## src/rtl/core/esc_ram.sv

```systemverilog
`timescale 1ns / 1ps
// ----------------------------------------------------------------------------
// esc_ram
// Generic single write port, single read port RAM with registered read.
// ----------------------------------------------------------------------------
module esc_ram #(
    parameter int WIDTH = 8,
    parameter int DEPTH = 256
) (
    input  logic                     aclk,
    input  logic                     wr_en,
    input  logic [$clog2(DEPTH)-1:0] wr_addr,
    input  logic [WIDTH-1:0]         wr_data,
    input  logic                     rd_en,
    input  logic [$clog2(DEPTH)-1:0] rd_addr,
    output logic [WIDTH-1:0]         rd_data
);

    logic [WIDTH-1:0] mem_reg [DEPTH];
    logic [WIDTH-1:0] rd_data_reg;

    always_ff @(posedge aclk) begin
        if (wr_en) begin
            mem_reg[wr_addr] <= wr_data;
        end
        if (rd_en) begin
            rd_data_reg <= mem_reg[rd_addr];
        end
    end

    assign rd_data = rd_data_reg;

endmodule

```

## config.mk

```make
export PLATFORM = sky130hd
export DESIGN_NAME = esc_ram
export DESIGN_NICKNAME = d
export VERILOG_FILES = /design/src/rtl/core/esc_ram.sv
export SDC_FILE = /design/constraint.sdc
export NUM_CORES = 2
export LEC_CHECK = 0
export BUFFER_PORTS_ARGS = -buffer_cell sky130_fd_sc_hd__buf_2
export CAP_MARGIN = 15
export CELL_PAD_IN_SITES_DETAIL_PLACEMENT = 1
export CELL_PAD_IN_SITES_GLOBAL_PLACEMENT = 1
export CORE_AREA = 4 4 426 428
export DETAILED_ROUTE_END_ITERATION = 12
export DIE_AREA = 0 0 430 432
export PLACE_DENSITY = 0.68
export SETUP_SLACK_MARGIN = 0.05
export SYNTH_ARGS = -nofsm -noshare
export SYNTH_HDL_FRONTEND = slang
export SYNTH_SLANG_ARGS = --single-unit
```

## constraint.sdc

```tcl
create_clock -name aclk -period 3.5 [get_ports aclk]
set_input_delay 0.7 -clock aclk [delete_from_list [all_inputs] [get_ports aclk]]
set_output_delay 0.7 -clock aclk [all_outputs]
set_load 0.01 [all_outputs]
```

==> After elaboration in Yosys (flattened, before gate mapping) <==
Memory sizes are Yosys's and may differ from the RTL's. A register that Yosys moved wholly into a read port is not among the register bits.
Index checks and enable logic that the tools add are counted.
{ "totals": {"register_bits": 0, "latchBits": 0, "ramBits": 2048, "mem_bits_ro": 0, "in_bits": 27, "out_inout_bits": 8, "elab_cells": 3, "memories": 1} }
{ "op_classes": {"add_sub_neg": 0, "mul": 0, "n_div": 0, "magnitude_cmp": 0, "n_eq_ne": 0, "shift": 0, "mux": 2, "bitwise_logic": 0, "reduce_logical": 0} }
{ "memory_table": {"columns": ["memory", "words", "width", "read_ports", "rd_ports_with_merged_regs", "wr", "line_no", "rtl"], "rows": [
  ["mem_reg", 256, 8, 1, 1, 1, "19", "logic [WIDTH-1:0] mem_reg [DEPTH];"]
]} }
{ "op_table": {"columns": ["cell", "count"], "rows": [
  ["$mux W1", 2]
]} }

==> Depth between registers and ports, before layout <==
{ "depth": {"depth_word": 2, "ltp_mapped": 11} }

==> Worst setup path after synthesis <==
OpenSTA, ideal clock, no wires.
{ "synth_timing": {"kind": "in2reg", "from": "in rd_addr[0]", "to": "reg rd_data_reg[2] (netlist: rd_data[2]), read port of mem_reg, data pin", "setup_ps": 269, "arrival_time_ps": 2507, "required_ps": 3231, "setup_slack_ps": 724, "stages": 9, "path_buffers": 4, "path_cell_list": "buf_6 > buf_12 > buf_8 > buf_2 > mux4_2 > a22oi_1 > a21oi_1 > nor4_1 > nor4_2"} }
{ "synth_lines": {"columns": ["element", "line_no", "rtl"], "rows": [
  ["start, declared", "15", "input logic [$clog2(DEPTH)-1:0] rd_addr,"],
  ["end, declared", "20", "logic [WIDTH-1:0] rd_data_reg;"]
]} }

==> summary.txt <==
Drt
  • Vias per std cell: 6.040
  • Met1 WL: about 87000 um
  • Drt drc: 0
  • Routed vias: 40890
  • WL met3: 15080 um
  • Post-DRT Antenna Nets: 0
  • Met2 wire length: between 100000 and 150000 um
  • Final wirelength: between 200000 and 250000 um
  • WL per Instance: roughly 32 um
  • DR pass1 iterations: 5
  • Uppermost layer routed: met5
  • DRT iter0 DRCs: ~5200

Power and ir drop
  • Pleak: roughly 30 nW
  • Sw Share: around 22%
  • Seq pwr share: between 50% and 60%
  • Combinational share of power: between 5 and 6%
  • Total Power: 51.37 mW
  • PwrDens: around 560 nW/um2
  • Psw: roughly 11 mW
  • Worst IR Drop VDD: 0.0006366 V
  • Int Pwr: 40.27 mW
  • Clk network pwr share: 41.9%

STA
  • Final Critical Period: 3073 ps
  • Max Freq: roughly 330 MHz
  • Final period util: just under 90%
  • Worst Tran Pin Value: ~1100 ps
  • Final Skew: 44.14 ps
  • RSZ-0062 raised after global routing: no
  • Rel. slew slack: a little over a quarter
  • Hold WS: 324.4 ps
  • Final-report hold violation count: 0
  • Slew Limit Fails: 0
  • Final setup fails: 0

CTS
  • Clk buf depth: 3
  • CTS resizes: 0
  • Post-CTS setup buffer count: 0
  • CTS Sinks: ~2100
  • Htree depth: 4
  • Root buffer cell: clkbuf_16
  • Later-pin clock latency in the skew report: between 800 and 900 ps
  • Post-CTS Hold Fix Bufs: 0
  • Num CTS Buffers: between 200 and 250
  • CTS tree: done
  • Clk slew on worst S/H paths: 60 ps

Die
  • Core area: 177800 um2
  • Die H: around 430 um
  • Die Width: between 400 and 500 um
  • Total Die Area: about 190000 um2
  • FP Rows: approximately 160
  • Starting density of the core: around 45%
  • Num ports: 35

Setup path
  • Critical-path top delay cell: nor4_1
  • Nature of the critical path startpoint: primary input
  • Kind of critical path: in2reg
  • CP most frequent cell: buf_4
  • Largest incremental delay on the critical path: approximately 770 ps
  • Critical Path Sink Type: register
  • CP Cell Sequence: buf_2 > buf_4 > buf_4 > nand2_1 > o22ai_1 > nor3_1 > nor4_1 > buf_4 > nor4_1
  • Critical Path AT: 3650 ps
  • CP Max Fanout: 10
  • Worst Path Required: 4080 ps

Placed design
  • Gpl congestion: approximately 0.81
  • Count of input and output buffers: 34
  • Final HPWL DP: around 130000 um

Synth
  • Synthesized area: between 70000 and 80000 um2
  • Post-synth top area cell: edfxtp_1
  • Post-Synthesis Cells: 3733
  • Post-synthesis sequential area ratio: just under 80%
  • Main synth FF type: edfxtp_1
  • YS warnings: 0
  • Mean Syn Cell Area: ~21 um2
  • Asr flop ratio synth: 0%
  • Synth Register Bits: 2056
  • Synth top cells by count: edfxtp_1, mux4_2, nor2_1
  • Count of unique library cells instantiated by Yosys: 54
  • Post-synth EDFFs: approximately 2100
  • Top-count cell post-synth: edfxtp_1
  • Mapped Nets: 3760
  • Synth top area cells: edfxtp_1, mux4_2, mux2i_1, nor2_1, a22oi_1
  • Synth top area share: between 70 and 80%

Status
  • Status: complete, no violations

GRT
  • Largest net degree at the start of global routing: 111
  • GRT overflow: 0
  • Gr usage total: between 20 and 25%
  • Vias in the first global route: about 43000
  • Global-route wire length before repair: approximately 310000 um
  • Initial antenna violation count: 13

Cells and area
  • Max reg flops: slightly above 2000
  • Number of fillers in the final layout: about 16000
  • Final core utilization: between 50% and 60%
  • Total Nets Final: ~4300
  • P&R area growth vs syn: 16.12%
  • Ratio of cells with drive above 1 in the final layout: 29.39%

Flow run
  • # Max-Cap Violations: 0

Worst hold path
  • Worst hold path type: in2reg
[per-layer routing]
metal  global-route usage [%]  vias up
met5                        0        -
met4                    7.283        4
met3                    3.619      332
met2                    37.96     1666
met1                    32.48    22150
li1                         -    16730
[cell type report]
class                      instances  area (um2)  area share [%]
timing repair buffer             536        4732           5.117
clock inverter                   126        1261           1.364
multi-input combinational       1442       16490           17.83
antenna                            5       12.51         0.01353
inverter                           2       7.507        0.008118
sequential                      2056       61740           66.76
tap                             2355        2947           3.186
clock buffer                     248        5291           5.722
[power by group through the flow]
stage / Sequential, mW / Clock [mW] / Combinational (mW)
6_report: 27.2 / 21.5 / 2.67
5_1_grt: 27.2 / 23.0 / 2.81
4_1_cts: 27.2 / 21.9 / 2.70
3_5_place_dp: 27.7 / 0 / 2.69
3_3_place_gp: 27.7 / 0 / 2.63
2_1_floorplan: 27.7 / 0 / 1.32
[worst max-delay path: cells and delay by family]
kind	cells	cell delay (ps)
AO/OA/AOI/OAI	1	450
buffers and inverters	4	1210
AND/OR/NAND/NOR	4	1250
[cell usage in the layout (no fill, tap or decap), types with 5 or more instances in the layout]
| cell | instances |
|---|---|
| and2_1 | 6 |
| buf_8 | 10 |
| nand4_1 | 10 |
| a221oi_1 | 13 |
| clkbuf_1 | 43 |
| a211oi_1 | 16 |
| a22oi_1 | 133 |
| bufinv_16 | 18 |
| o221ai_1 | 46 |
| o22a_1 | 5 |
| nand2_1 | 33 |
| o22ai_1 | 28 |
| edfxtp_1 | 2056 |
| nand3_1 | 34 |
| mux2i_1 | 134 |
| o211ai_1 | 10 |
| diode_2 | 5 |
| o21ai_0 | 10 |
| buf_4 | 449 |
| nor3_1 | 22 |
| a22o_1 | 8 |
| nor2b_1 | 28 |
| nand2b_1 | 8 |
| buf_2 | 22 |
| clkinv_2 | 43 |
| a21oi_1 | 96 |
| clkinv_1 | 45 |
| buf_12 | 55 |
| mux4_2 | 454 |
| clkbuf_16 | 205 |
| nor2_1 | 279 |
| nor4_1 | 24 |
[metrics by stage]
step	cell area, um2	setup TNS, ps	setup WS (ps)	cells
2_1_floorplan	79640	0	723.9	3733
3_3_place_gp	85910	-1398	-450.8	6391
3_5_place_dp	85910	-1678	-493.9	6391
4_1_cts	92460	0	390.8	6765
5_1_grt	92460	0	378.6	6765
6_report	92480	0	426.6	6770
[logic make-up (layout without fill, tap and decap cells)]
family	Yosys count	after routing	share of synthesized area, %
compound gates	385	385	3.416
flops	2056	2056	77.53
simple gates	466	466	2.625
other cells	0	5	0
buf+inv	235	912	1.829
mux	591	591	14.60
[worst paths after layout]
| path | startpoint | to | slack, ps | cells after the start |
|---|---|---|---|---|
| max reg2reg | mem_reg[68][1]$_DFFE_PP_ | rd_data[1]$_DFFE_PP_ | 510 | 6 |
| max | rd_addr[4] | rd_data[1]$_DFFE_PP_ | 430 | 9 |
| min | rd_en | rd_data[3]$_DFFE_PP_ | 320 | 1 |
| min reg2reg | mem_reg[32][5]$_DFFE_PP_ | rd_data[5]$_DFFE_PP_ | 1240 | 7 |
Power figures use the tool's default switching activity.
